[src/rtl/sfd_pkg.sv]
// Shared constants and types for the SBUS frame decoder.
`timescale 1ns / 1ps

package sfd_pkg;

    localparam int FRAME_LENGTH = 25;
    localparam int STORED_BYTES = FRAME_LENGTH - 2;
    localparam int DATA_BYTES   = STORED_BYTES - 1;
    localparam int NUM_CHANNELS = 16;
    localparam int CHAN_W       = 11;
    localparam int CH_IDX_W     = 4;
    localparam int FLAG_W       = 4;
    localparam int BYTE_W       = 8;
    localparam int DATA_W       = DATA_BYTES * BYTE_W;
    localparam int ASM_W        = STORED_BYTES * BYTE_W;
    localparam int POS_W        = 5;
    localparam int QUEUE_DEPTH  = 2;

    localparam logic [POS_W-1:0] POS_HUNT    = POS_W'(0);
    localparam logic [POS_W-1:0] POS_FIRST   = POS_W'(1);
    localparam logic [POS_W-1:0] CLOSING_POS = POS_W'(FRAME_LENGTH - 1);

    localparam logic [CH_IDX_W-1:0] LAST_CHANNEL = CH_IDX_W'(NUM_CHANNELS - 1);

    localparam int CFG_IDX_W = 2;
    localparam logic [CFG_IDX_W-1:0] CFG_START_MARKER   = 2'd0;
    localparam logic [CFG_IDX_W-1:0] CFG_END_MARKER     = 2'd1;
    localparam logic [CFG_IDX_W-1:0] CFG_END_MARKER_ALT = 2'd2;

    localparam logic [BYTE_W-1:0] START_MARKER_RST   = 8'd15;
    localparam logic [BYTE_W-1:0] END_MARKER_RST     = 8'd0;
    localparam logic [BYTE_W-1:0] END_MARKER_ALT_RST = 8'd4;

    typedef struct packed {
        logic [FLAG_W-1:0] flags;
        logic [DATA_W-1:0] data;
    } frame_t;

    typedef struct packed {
        logic   push;
        frame_t frame;
    } frame_push_t;

endpackage

[src/rtl/sfd_if.sv]
// Handshake channel interfaces for received bytes and decoded channels.
`timescale 1ns / 1ps

interface sfd_byte_if;
    logic       valid;
    logic       ready;
    logic [7:0] rx_byte;

    modport source (output valid, output rx_byte, input ready);
    modport sink (input valid, input rx_byte, output ready);
endinterface

interface sfd_chan_if;
    logic        valid;
    logic        ready;
    logic [3:0]  channel_index;
    logic [10:0] channel_value;
    logic        digital_ch17;
    logic        digital_ch18;
    logic        frame_lost;
    logic        failsafe_active;
    logic        last_channel;

    modport source (
        output valid, output channel_index, output channel_value,
        output digital_ch17, output digital_ch18, output frame_lost,
        output failsafe_active, output last_channel, input ready
    );
    modport sink (
        input valid, input channel_index, input channel_value,
        input digital_ch17, input digital_ch18, input frame_lost,
        input failsafe_active, input last_channel, output ready
    );
endinterface

[src/rtl/sfd_front.sv]
// Byte front end: hunts for the start byte, assembles the frame and checks the closing byte.
`timescale 1ns / 1ps

module sfd_front (
    input  logic                         clk,
    input  logic                         rst_n,
    sfd_byte_if.sink                     rx,
    input  logic [sfd_pkg::BYTE_W-1:0]   start_marker,
    input  logic [sfd_pkg::BYTE_W-1:0]   end_marker,
    input  logic [sfd_pkg::BYTE_W-1:0]   end_marker_alt,
    input  logic                         queue_full,
    output sfd_pkg::frame_push_t         push
);

    logic [sfd_pkg::POS_W-1:0] pos_reg;
    logic [sfd_pkg::POS_W-1:0] pos_next;
    logic [sfd_pkg::ASM_W-1:0] asm_reg;
    logic [sfd_pkg::ASM_W-1:0] asm_next;
    logic                      accept;
    logic                      closing;
    logic                      end_match;

    assign closing   = (pos_reg == sfd_pkg::CLOSING_POS);
    assign rx.ready  = !(closing && queue_full);
    assign accept    = rx.valid && rx.ready;
    assign end_match = (rx.rx_byte == end_marker) || (rx.rx_byte == end_marker_alt);

    always_comb
    begin
        pos_next = pos_reg;
        asm_next = asm_reg;
        if (accept)
        begin
            if (pos_reg == sfd_pkg::POS_HUNT)
            begin
                if (rx.rx_byte == start_marker)
                begin
                    pos_next = sfd_pkg::POS_FIRST;
                end
            end
            else if (closing)
            begin
                pos_next = sfd_pkg::POS_HUNT;
            end
            else
            begin
                asm_next = {rx.rx_byte, asm_reg[sfd_pkg::ASM_W-1:sfd_pkg::BYTE_W]};
                pos_next = pos_reg + sfd_pkg::POS_W'(1);
            end
        end
    end

    assign push.push        = accept && closing && end_match;
    assign push.frame.data  = asm_reg[sfd_pkg::DATA_W-1:0];
    assign push.frame.flags = asm_reg[sfd_pkg::DATA_W +: sfd_pkg::FLAG_W];

    always_ff @(posedge clk or negedge rst_n)
    begin
        if (!rst_n)
        begin
            pos_reg <= sfd_pkg::POS_HUNT;
        end
        else
        begin
            pos_reg <= pos_next;
        end
    end

    always_ff @(posedge clk)
    begin
        asm_reg <= asm_next;
    end

    // The input only stalls while a closing byte waits for queue space.
    assert property (@(posedge clk) disable iff (!rst_n) !rx.ready |-> closing)
        else $error("Input stalled outside the closing byte position.");

    // A frame is never handed over when the queue has no room.
    assert property (@(posedge clk) disable iff (!rst_n) push.push |-> !queue_full)
        else $error("Frame pushed into a full queue.");

endmodule

[src/rtl/sfd_queue.sv]
// Short frame queue between the byte front end and the channel back end.
`timescale 1ns / 1ps

module sfd_queue #(
    parameter int DEPTH = sfd_pkg::QUEUE_DEPTH
) (
    input  logic                 clk,
    input  logic                 rst_n,
    input  sfd_pkg::frame_push_t push,
    input  logic                 pop,
    output logic                 full,
    output logic                 empty,
    output sfd_pkg::frame_t      head
);

    localparam int PTR_W = (DEPTH > 1) ? $clog2(DEPTH) : 1;
    localparam int CNT_W = $clog2(DEPTH + 1);
    localparam logic [PTR_W-1:0] LAST_PTR = PTR_W'(DEPTH - 1);

    sfd_pkg::frame_t   mem_reg [DEPTH];
    logic [PTR_W-1:0]  wr_ptr_reg;
    logic [PTR_W-1:0]  rd_ptr_reg;
    logic [CNT_W-1:0]  count_reg;
    logic              do_push;
    logic              do_pop;

    assign full    = (count_reg == CNT_W'(DEPTH));
    assign empty   = (count_reg == '0);
    assign do_push = push.push && !full;
    assign do_pop  = pop && !empty;
    assign head    = mem_reg[rd_ptr_reg];

    always_ff @(posedge clk or negedge rst_n)
    begin
        if (!rst_n)
        begin
            wr_ptr_reg <= '0;
            rd_ptr_reg <= '0;
            count_reg  <= '0;
        end
        else
        begin
            if (do_push)
            begin
                wr_ptr_reg <= (wr_ptr_reg == LAST_PTR) ? '0 : wr_ptr_reg + PTR_W'(1);
            end
            if (do_pop)
            begin
                rd_ptr_reg <= (rd_ptr_reg == LAST_PTR) ? '0 : rd_ptr_reg + PTR_W'(1);
            end
            if (do_push && !do_pop)
            begin
                count_reg <= count_reg + CNT_W'(1);
            end
            else if (do_pop && !do_push)
            begin
                count_reg <= count_reg - CNT_W'(1);
            end
        end
    end

    always_ff @(posedge clk)
    begin
        if (do_push)
        begin
            mem_reg[wr_ptr_reg] <= push.frame;
        end
    end

    // A pop is only requested when a frame is present.
    assert property (@(posedge clk) disable iff (!rst_n) pop |-> !empty)
        else $error("Pop from an empty frame queue.");

endmodule

[src/rtl/sfd_back.sv]
// Channel back end: unpacks one 11-bit channel per item from a queued frame.
`timescale 1ns / 1ps

module sfd_back (
    input  logic             clk,
    input  logic             rst_n,
    input  logic             queue_empty,
    input  sfd_pkg::frame_t  head,
    output logic             pop,
    sfd_chan_if.source       chan
);

    logic                           active_reg;
    logic [sfd_pkg::CH_IDX_W-1:0]   cnt_reg;
    logic [sfd_pkg::DATA_W-1:0]     bits_reg;
    logic [sfd_pkg::FLAG_W-1:0]     flags_reg;
    logic                           take;
    logic                           is_last;

    assign pop     = !active_reg && !queue_empty;
    assign take    = chan.valid && chan.ready;
    assign is_last = (cnt_reg == sfd_pkg::LAST_CHANNEL);

    assign chan.valid           = active_reg;
    assign chan.channel_index   = cnt_reg;
    assign chan.channel_value   = bits_reg[sfd_pkg::CHAN_W-1:0];
    assign chan.digital_ch17    = flags_reg[0];
    assign chan.digital_ch18    = flags_reg[1];
    assign chan.frame_lost      = flags_reg[2];
    assign chan.failsafe_active = flags_reg[3];
    assign chan.last_channel    = is_last;

    always_ff @(posedge clk or negedge rst_n)
    begin
        if (!rst_n)
        begin
            active_reg <= 1'b0;
            cnt_reg    <= '0;
        end
        else if (pop)
        begin
            active_reg <= 1'b1;
            cnt_reg    <= '0;
        end
        else if (take)
        begin
            cnt_reg <= cnt_reg + sfd_pkg::CH_IDX_W'(1);
            if (is_last)
            begin
                active_reg <= 1'b0;
            end
        end
    end

    always_ff @(posedge clk)
    begin
        if (pop)
        begin
            bits_reg  <= head.data;
            flags_reg <= head.flags;
        end
        else if (take)
        begin
            bits_reg <= bits_reg >> sfd_pkg::CHAN_W;
        end
    end

    // Taking the last channel ends the frame.
    assert property (@(posedge clk) disable iff (!rst_n) take && is_last |=> !chan.valid)
        else $error("Results continue after the last channel of a frame.");

    // Each frame starts its results at channel zero.
    assert property (@(posedge clk) disable iff (!rst_n) pop |=> chan.valid && cnt_reg == '0)
        else $error("New frame does not start at channel zero.");

endmodule

[src/rtl/sbus_frame_decoder_unit.sv]
// Top level of the SBUS frame decoder: configuration registers and the three stages.
`timescale 1ns / 1ps

// Takes one received byte per item and, for every 25-byte frame whose closing byte matches
// either end marker, gives 16 items, one per channel, in order 0 to 15 with the flag bits on
// each and last_channel set on channel 15. Bad frames give nothing. A byte is accepted every
// cycle; the input stalls only when a closing byte arrives while all QUEUE_DEPTH queue slots
// hold frames not yet drained. Results leave at one per cycle while the sink is ready, 16
// per frame, pausing between frames while the back end loads the next one from the queue.
// When the queue and the back end are idle, a frame enters the queue as its closing byte
// is accepted, then moves into the back end, which offers its first result.
// Configuration writes take effect at once; register indexes beyond the list are ignored.
module sbus_frame_decoder_unit #(
    parameter int QUEUE_DEPTH = sfd_pkg::QUEUE_DEPTH
) (
    input  logic                           clk,
    input  logic                           rst_n,
    sfd_byte_if.sink                       rx,
    sfd_chan_if.source                     chan,
    input  logic                           cfg_we,
    input  logic [sfd_pkg::CFG_IDX_W-1:0]  cfg_index,
    input  logic [sfd_pkg::BYTE_W-1:0]     cfg_wdata
);

    logic [sfd_pkg::BYTE_W-1:0] start_marker_reg;
    logic [sfd_pkg::BYTE_W-1:0] end_marker_reg;
    logic [sfd_pkg::BYTE_W-1:0] end_marker_alt_reg;
    sfd_pkg::frame_push_t       push;
    sfd_pkg::frame_t            head;
    logic                       queue_full;
    logic                       queue_empty;
    logic                       pop;

    always_ff @(posedge clk or negedge rst_n)
    begin
        if (!rst_n)
        begin
            start_marker_reg   <= sfd_pkg::START_MARKER_RST;
            end_marker_reg     <= sfd_pkg::END_MARKER_RST;
            end_marker_alt_reg <= sfd_pkg::END_MARKER_ALT_RST;
        end
        else if (cfg_we)
        begin
            unique case (cfg_index)
                sfd_pkg::CFG_START_MARKER:   start_marker_reg   <= cfg_wdata;
                sfd_pkg::CFG_END_MARKER:     end_marker_reg     <= cfg_wdata;
                sfd_pkg::CFG_END_MARKER_ALT: end_marker_alt_reg <= cfg_wdata;
                default:
                begin
                end
            endcase
        end
    end

    sfd_front u_front (
        .clk            (clk),
        .rst_n          (rst_n),
        .rx             (rx),
        .start_marker   (start_marker_reg),
        .end_marker     (end_marker_reg),
        .end_marker_alt (end_marker_alt_reg),
        .queue_full     (queue_full),
        .push           (push)
    );

    sfd_queue #(
        .DEPTH (QUEUE_DEPTH)
    ) u_queue (
        .clk   (clk),
        .rst_n (rst_n),
        .push  (push),
        .pop   (pop),
        .full  (queue_full),
        .empty (queue_empty),
        .head  (head)
    );

    sfd_back u_back (
        .clk         (clk),
        .rst_n       (rst_n),
        .queue_empty (queue_empty),
        .head        (head),
        .pop         (pop),
        .chan        (chan)
    );

endmodule

[src/flat_wrapper.sv]
// flat-port wrapper written by rule: the top's interface ports become plain ports
module sbus_frame_decoder_unit_flat 
#(
    parameter int QUEUE_DEPTH = sfd_pkg::QUEUE_DEPTH
)
  (clk, rst_n, cfg_we, cfg_index, cfg_wdata, rx_valid, rx_rx_byte, rx_ready, chan_valid, chan_channel_index, chan_channel_value, chan_digital_ch17, chan_digital_ch18, chan_frame_lost, chan_failsafe_active, chan_last_channel, chan_ready);
  sfd_byte_if rx_i ();
  sfd_chan_if chan_i ();
  input  logic clk;
  input  logic rst_n;
  input  logic cfg_we;
  input  logic [sfd_pkg::CFG_IDX_W-1:0] cfg_index;
  input  logic [sfd_pkg::BYTE_W-1:0] cfg_wdata;
  input wire logic [$bits(rx_i.valid)-1:0] rx_valid;
  input wire logic [$bits(rx_i.rx_byte)-1:0] rx_rx_byte;
  output wire logic [$bits(rx_i.ready)-1:0] rx_ready;
  output wire logic [$bits(chan_i.valid)-1:0] chan_valid;
  output wire logic [$bits(chan_i.channel_index)-1:0] chan_channel_index;
  output wire logic [$bits(chan_i.channel_value)-1:0] chan_channel_value;
  output wire logic [$bits(chan_i.digital_ch17)-1:0] chan_digital_ch17;
  output wire logic [$bits(chan_i.digital_ch18)-1:0] chan_digital_ch18;
  output wire logic [$bits(chan_i.frame_lost)-1:0] chan_frame_lost;
  output wire logic [$bits(chan_i.failsafe_active)-1:0] chan_failsafe_active;
  output wire logic [$bits(chan_i.last_channel)-1:0] chan_last_channel;
  input wire logic [$bits(chan_i.ready)-1:0] chan_ready;
  assign rx_i.valid = rx_valid;
  assign rx_i.rx_byte = rx_rx_byte;
  assign rx_ready = rx_i.ready;
  assign chan_valid = chan_i.valid;
  assign chan_channel_index = chan_i.channel_index;
  assign chan_channel_value = chan_i.channel_value;
  assign chan_digital_ch17 = chan_i.digital_ch17;
  assign chan_digital_ch18 = chan_i.digital_ch18;
  assign chan_frame_lost = chan_i.frame_lost;
  assign chan_failsafe_active = chan_i.failsafe_active;
  assign chan_last_channel = chan_i.last_channel;
  assign chan_i.ready = chan_ready;
  sbus_frame_decoder_unit #(.QUEUE_DEPTH(QUEUE_DEPTH)) u_core (.clk(clk), .rst_n(rst_n), .rx(rx_i), .chan(chan_i), .cfg_we(cfg_we), .cfg_index(cfg_index), .cfg_wdata(cfg_wdata));
endmodule
[config.mk]
export PLATFORM = sky130hd
export DESIGN_NAME = sbus_frame_decoder_unit_flat
export DESIGN_NICKNAME = d
export VERILOG_FILES = /design/src/rtl/sfd_pkg.sv /design/src/rtl/sfd_if.sv /design/src/rtl/sfd_front.sv /design/src/rtl/sfd_queue.sv /design/src/rtl/sfd_back.sv /design/src/rtl/sbus_frame_decoder_unit.sv /design/src/flat_wrapper.sv
export SDC_FILE = /design/constraint.sdc
export NUM_CORES = 1
export LEC_CHECK = 0
export BUFFER_PORTS_ARGS = -buffer_cell sky130_fd_sc_hd__buf_2
export CELL_PAD_IN_SITES_DETAIL_PLACEMENT = 2
export CELL_PAD_IN_SITES_GLOBAL_PLACEMENT = 2
export CORE_MARGIN = 2
export CORE_UTILIZATION = 30
export DETAILED_ROUTE_END_ITERATION = 16
export PLACE_DENSITY = 0.54
export SETUP_SLACK_MARGIN = 0.2
export SKIP_CTS_REPAIR_TIMING = 1
export SLEW_MARGIN = 5
export SYNTH_ARGS = -nofsm -noshare
export SYNTH_HDL_FRONTEND = slang
export SYNTH_HIERARCHICAL = 1
export SYNTH_SLANG_ARGS = --single-unit
export TNS_END_PERCENT = 1
[constraint.sdc]
create_clock -name clk -period 14.4 [get_ports clk]
set_input_delay 0.72 -clock clk [delete_from_list [all_inputs] [get_ports clk]]
set_output_delay 0.72 -clock clk [all_outputs]
set_load 0.02 [all_outputs]
==> impl_metrics.tcl, run 1 <==
set metrics [dict create \
    power.leakage_uw 0.0108 \
    vdd_drop_max_v 0.0000861 \
    min_period_over_period 0.261 \
    crit_required_ps 14620 \
    syn_to_final_growth_pct 8.83 \
    skew_ps 29.3 \
    antenna_found_initial 2 \
    die_area_um2 102000 \
    num_antenna_cells 0 \
    final_max_slew_viol_count 0 \
    drive_gt1_frac 0.380 \
    worst_slack_ps 10650 \
    netlist_instances 1474 \
    hpwlAfterDp_mm 27.0 \
    cp_slowest_stage_delay_ps 850 \
    max-cap-violations 0 \
    core_um2 98400 \
    yosysSeqAreaShare 0.762 \
    grt_pass1_vias 13600 \
    synth_edf_count 724 \
    layout_common_cells "724 x edfxtp_1, 279 x mux2_2, 91 x mux2_4" \
    drc 0 \
    ys_warn_count 6 \
    clk_path_buf_depth 3 \
    critPathKind "reg2reg" \
    synth_fa_ha_area_frac 0.00168 \
    period_needed_ps 3750 \
    die_w_um 319 \
    fmax_ghz 0.267 \
    status "finished, final reports clean" \
    cts_tree "done" \
    n_fill_cell 9700 \
    clock_sinks 762 \
    synth_top_area_share 0.730 \
    root_buffer "clkbuf_16" \
    syn_area_per_cell_um2 20.2 \
    synth_nets 1501 \
    power_density_nw_per_um2 191 \
    end_kind "register" \
    antenna_left 0 \
    hold_violations 0 \
    synth.cell_area_um2 29800 \
    final_util 0.329 \
    grt_use_total 0.104 \
    synth_compound_area_frac 0.00458 \
    htreeDepth 3 \
    largest_reg_flops 360 \
    dr.pass1.iters 4 \
    ys_ff_latch 762 \
    grt_pass1_wl_mm 81.9 \
    num_vias 11700 \
    synth_mux_area_frac 0.152 \
    yosys.area.top_type "edfxtp_1" \
    rsz0062_at_grt "no" \
    synthXorXnorAreaFrac 0.00912 \
    routed_wl_mm 52.1 \
    finalNetCount 1406 \
    design_area_um2 32400 \
    ioPinCount 45 \
    cp.arrival_ps 3970 \
    design_power_total_uw 6180 \
    clk_latency_ps 630 \
    via_per_inst 4.29 \
    synth_top_family_by_area "multiplexers" \
    yosys.area_share.simple 0.0105 \
    grt_max_degree 140 \
    placed_cell_area_um2 30000 \
    start_kind "register" \
    clk_pin_slew_ps 60 \
    synth_ff_type "edfxtp_1" \
    wl_per_cell_um 19.2 \
    gp_congestion 0.723 \
    async_reset_ff_frac 0.0499 \
    dp_slack_ps 10380 \
    drtIter0Drc 535 \
    row_count 115 \
    worstPathMaxFanout 58 \
    io_buffers 44 \
    crit_path_top_delay_cell "buf_4" \
    worst_pin_slew_ps 1080 \
    slew_headroom 0.281 \
    die_h_um 319 \
    synth_area_leaders "edfxtp_1 73%, mux2_2 11%, buf_4 4.9%, mux2_4 4.6%, dfrtp_1 2.8%" \
    final_common_cell "edfxtp_1" \
    setup_viol 0 \
    cts_buffers 78 \
    totalNegativeSetupSlack_ps 0 \
    hold_path_class "in2async" \
    path_cells "inv_1 -> ha_1 -> and4b_4 -> a21boi_4 -> and3_2 -> nand2_1 -> nor2_4 -> buf_4" \
    synth_cell_type_count 39 \
    initial_core_util 0.303 \
    gr-total-overflow 0 \
]
==> worst paths after layout <==
check                                            start                       endpoint  slack [ps]  cells past startpoint
min                                              rst_n       u_core/end_marker_reg[0]         240                      1
max                          u_core/u_front/pos_reg[1]  u_core/u_queue/mem_reg[0][26]       10650                      8
max reg2reg                  u_core/u_front/pos_reg[1]  u_core/u_queue/mem_reg[0][26]       10650                      8
max in group asynchronous                        rst_n      u_core/u_queue/rd_ptr_reg       13470                      1
min reg2reg                u_core/u_front/asm_reg[182]    u_core/u_front/asm_reg[174]         440                      0
min in group clk                         rx_rx_byte[7]    u_core/u_front/asm_reg[183]         360                      1
==> worst max-delay path: cells and delay by family (launching register included) <==
| kind | cells | cell delay [ps] |
|---|---|---|
| compound gates | 1 | 250 |
| fa+ha+maj | 1 | 240 |
| buf+inv | 2 | 950 |
| flops | 1 | 420 |
| simple gates | 4 | 1430 |
==> metal layers <==
| layer | vias to the layer above | share of wire | routed length, um | track usage |
|---|---|---|---|---|
| li1 | 5257 | - | - | - |
| met1 | 6187 | 0.43 | 22500 | 0.127 |
| met2 | 138 | 0.51 | 26700 | 0.182 |
| met3 | 99 | 0.030 | 1570 | 0.0211 |
| met4 | 0 | 0.026 | 1370 | 0.0363 |
| met5 | - | 0 | 0 | 0 |
==> cell usage after synthesis, drive strengths merged (2+ instances only) <==
cell type / instances
o211ai: 3
inv: 6
buf: 230
nor3b: 3
nand2: 7
and2: 12
nor2: 7
xnor2: 28
nand3: 4
xor2: 3
a21o: 2
nand3b: 2
mux2: 370
dfrtp: 33
nand4: 7
nand2b: 2
edfxtp: 724
and3: 3
o21ai: 7
ha: 4
dfstp: 5
mux2i: 2
==> power by group <==
part | internal, uW | switching, uW | leakage [uW]
combinational | 500 | 481 | 0.00238
clock | 1100 | 818 | 0.00116
sequential | 3040 | 242 | 0.00723
==> metrics by stage <==
step	instances	hold WS, ps
2_1_floorplan	1474	400
3_3_place_gp	2586	422
3_5_place_dp	2586	433
4_1_cts	2720	231
5_1_grt	2720	286
6_report	2720	239
==> area by class of cell <==
cell class / instances / area, um2 / share of cell area
flip-flops and latches: 762 / 22700 / 0.701
multi-input cells: 475 / 5330 / 0.164
clock buffers: 95 / 2060 / 0.0635
well taps: 1287 / 1610 / 0.0497
repair buffers: 56 / 360 / 0.0111
clock inverters: 39 / 325 / 0.0100
inverters: 6 / 22.5 / 0.000695
==> cells by family (layout without fill, tap and decap cells) <==
kind of cell / count (synthesis) / after routing
AOI/OAI and AO/OA: 19 / 19
xor gates and xnor gates: 31 / 31
adders and majority gates: 4 / 4
buffers and inverters: 237 / 196
DFF: 762 / 762
muxes: 372 / 372
and+or+nand+nor: 49 / 49
(Power assumes the default switching activity.)
==> run 2, diff against run 1 <==
clock period = 3.3 ns   (was 14.4 ns; I/O delays follow)
==> run 2 against run 1 <==
  * Die area stayed put
  * Sequential power rose to 4.3 times the previous value
  * Via count is 1.0% higher
  * Combinational power increased to 4.6 times the previous value
  * Utilization is 0.77 points higher
  * Clock skew fell by 2.4 ps
  * First-iteration DRC count increased by 0.93%
  * Routed wire length up 2.4%
  * Fmax increased by 42%
  * Clock-buffer cell count fell by 3
==> impl_metrics.tcl, run 2 (synthesis gave the netlist of run 1 again) <==
set metrics [dict create \
    r2r_end "u_core/u_queue/mem_reg[0][26]" \
    hold_path_class "in2reg" \
    slew_headroom 0.387 \
    fmax_ghz 0.378 \
    die_w_um 319 \
    core_um2 98400 \
    start_kind "register" \
    cts_tree "done" \
    drtIter0Drc 540 \
    grt_pass1_wl_mm 83.2 \
    hpwlAfterDp_mm 28.7 \
    routed_wl_mm 53.4 \
    root_buffer "clkbuf_16" \
    period_needed_ps 2640 \
    end_kind "register" \
    holdPathStages 3 \
    setup_viol 0 \
    antenna_left 0 \
    holdPathEnd "u_core/start_marker_reg[5]" \
    drc 0 \
    grt_use_total 0.106 \
    skew_ps 27.0 \
    crit_required_ps 3590 \
    final_common_cell "edfxtp_1" \
    die_area_um2 102000 \
    worst_pin_slew_ps 920 \
    n_fill_cell 9649 \
    design_area_um2 33200 \
    antenna_found_initial 0 \
    hold_start "cfg_index[0]" \
    finalNetCount 1437 \
    grt_max_degree 76 \
    reg2reg_from "u_core/u_front/pos_reg[1]" \
    design_power_total_uw 27900 \
    vdd_drop_max_v 0.000500 \
    wl_per_cell_um 19.3 \
    row_count 115 \
    placed_cell_area_um2 30300 \
    layout.cells.non_filler 2760 \
    dr.pass1.iters 4 \
    r2r_cells 9 \
    clk_latency_ps 620 \
    clk_pin_slew_ps 60 \
    worstPathMaxFanout 30 \
    clk_path_buf_depth 3 \
    rsz0062_at_grt "no" \
    syn_to_final_growth_pct 11.4 \
    status "finished, final reports clean" \
    cp.arrival_ps 2930 \
    largest_reg_flops 360 \
    die_h_um 319 \
    gp_congestion 0.695 \
    io_buffers 44 \
    min_period_over_period 0.801 \
    power_density_nw_per_um2 841 \
    power.leakage_uw 0.0111 \
    totalNegativeSetupSlack_ps 0 \
    max-cap-violations 0 \
    worst-r2r-setup-slack_ps 660 \
    grt_pass1_vias 13600 \
    worst_slack_ps 657 \
    via_per_inst 4.28 \
    final_max_slew_viol_count 0 \
    num_antenna_cells 0 \
    gr-total-overflow 0 \
    clock_sinks 762 \
    layout_common_cells "724 x edfxtp_1, 279 x mux2_2, 91 x mux2_4" \
    cts_buffers 77 \
    initial_core_util 0.303 \
    dp_slack_ps 657 \
    drive_gt1_frac 0.390 \
    htreeDepth 3 \
    num_vias 11800 \
    dp_cells 2599 \
    ioPinCount 45 \
    critPathKind "reg2reg" \
    hold_violations 0 \
]
-- run 2: cell types whose count changed in the layout (fill, tap and decap cells not counted), sizes merged --
cell / delta
clkbuf: -3
dlygate4sd3: +19
clkinvlp: -1
clkinv: +3
bufinv: +9
buf: +13
-- run 2: worst max-delay path by stage --
stage | endpoint | slack, ps | cells after the start | start
global placement | u_core/u_queue/mem_reg[1][151] | 730 | 7 | u_core/u_front/pos_reg[0]
detailed placement | u_core/u_queue/mem_reg[0][0] | 660 | 9 | u_core/u_front/pos_reg[1]
global route | u_core/u_queue/mem_reg[0][47] | 510 | 9 | u_core/u_front/pos_reg[0]
CTS | u_core/u_queue/mem_reg[0][26] | 620 | 9 | u_core/u_front/pos_reg[1]
finish | u_core/u_queue/mem_reg[0][26] | 660 | 9 | u_core/u_front/pos_reg[1]
floorplan | u_core/u_queue/mem_reg[0][0] | -1090 | 7 | u_core/u_front/pos_reg[1]
-- run 2: cell type report --
| cell class | instances | area [um2] | share of cell area |
|---|---|---|---|
| Sequential cell | 762 | 22700 | 0.685 |
| Multi-Input combinational cell | 475 | 5340 | 0.161 |
| Clock buffer | 92 | 2050 | 0.0617 |
| Tap cell | 1287 | 1610 | 0.0486 |
| Timing Repair Buffer | 88 | 836 | 0.0252 |
| Clock inverter | 50 | 607 | 0.0183 |
| Inverter | 6 | 22.5 | 0.000679 |
-- run 2: where the power goes --
| part | leakage (uW) | switching, uW | total (uW) | internal, uW |
|---|---|---|---|---|
| Combinational | 0.00258 | 2230 | 4510 | 2280 |
| Clock | 0.00131 | 3640 | 9180 | 5530 |
| Sequential | 0.00723 | 976 | 14200 | 13200 |
-- run 2: critical path, cell delays in order (launching register included) --
cell	delay [ps]
dfrtp_1	420
inv_1	100
ha_2	210
and4b_4	210
a21boi_4	230
and3_4	250
nand2_4	70
nor2_4	320
buf_12	240
buf_12	230
-- run 2: metrics by stage --
step                      hold WS, ps  utilization
after floorplan                  -131            -
after global placement            368        0.308
after detailed placement          370        0.308
after CTS                        -313        0.335
after global routing           0.0100        0.337
final                            23.0        0.337
-- run 2: metal layers --
metal / vias to the layer above / GRT usage / routed length, um
met3: 94 / 0.0238 / 1660
met5: - / 0 / 0
li1: 5343 / - / -
met2: 140 / 0.182 / 26700
met1: 6224 / 0.134 / 23700
met4: 0 / 0.0330 / 1340
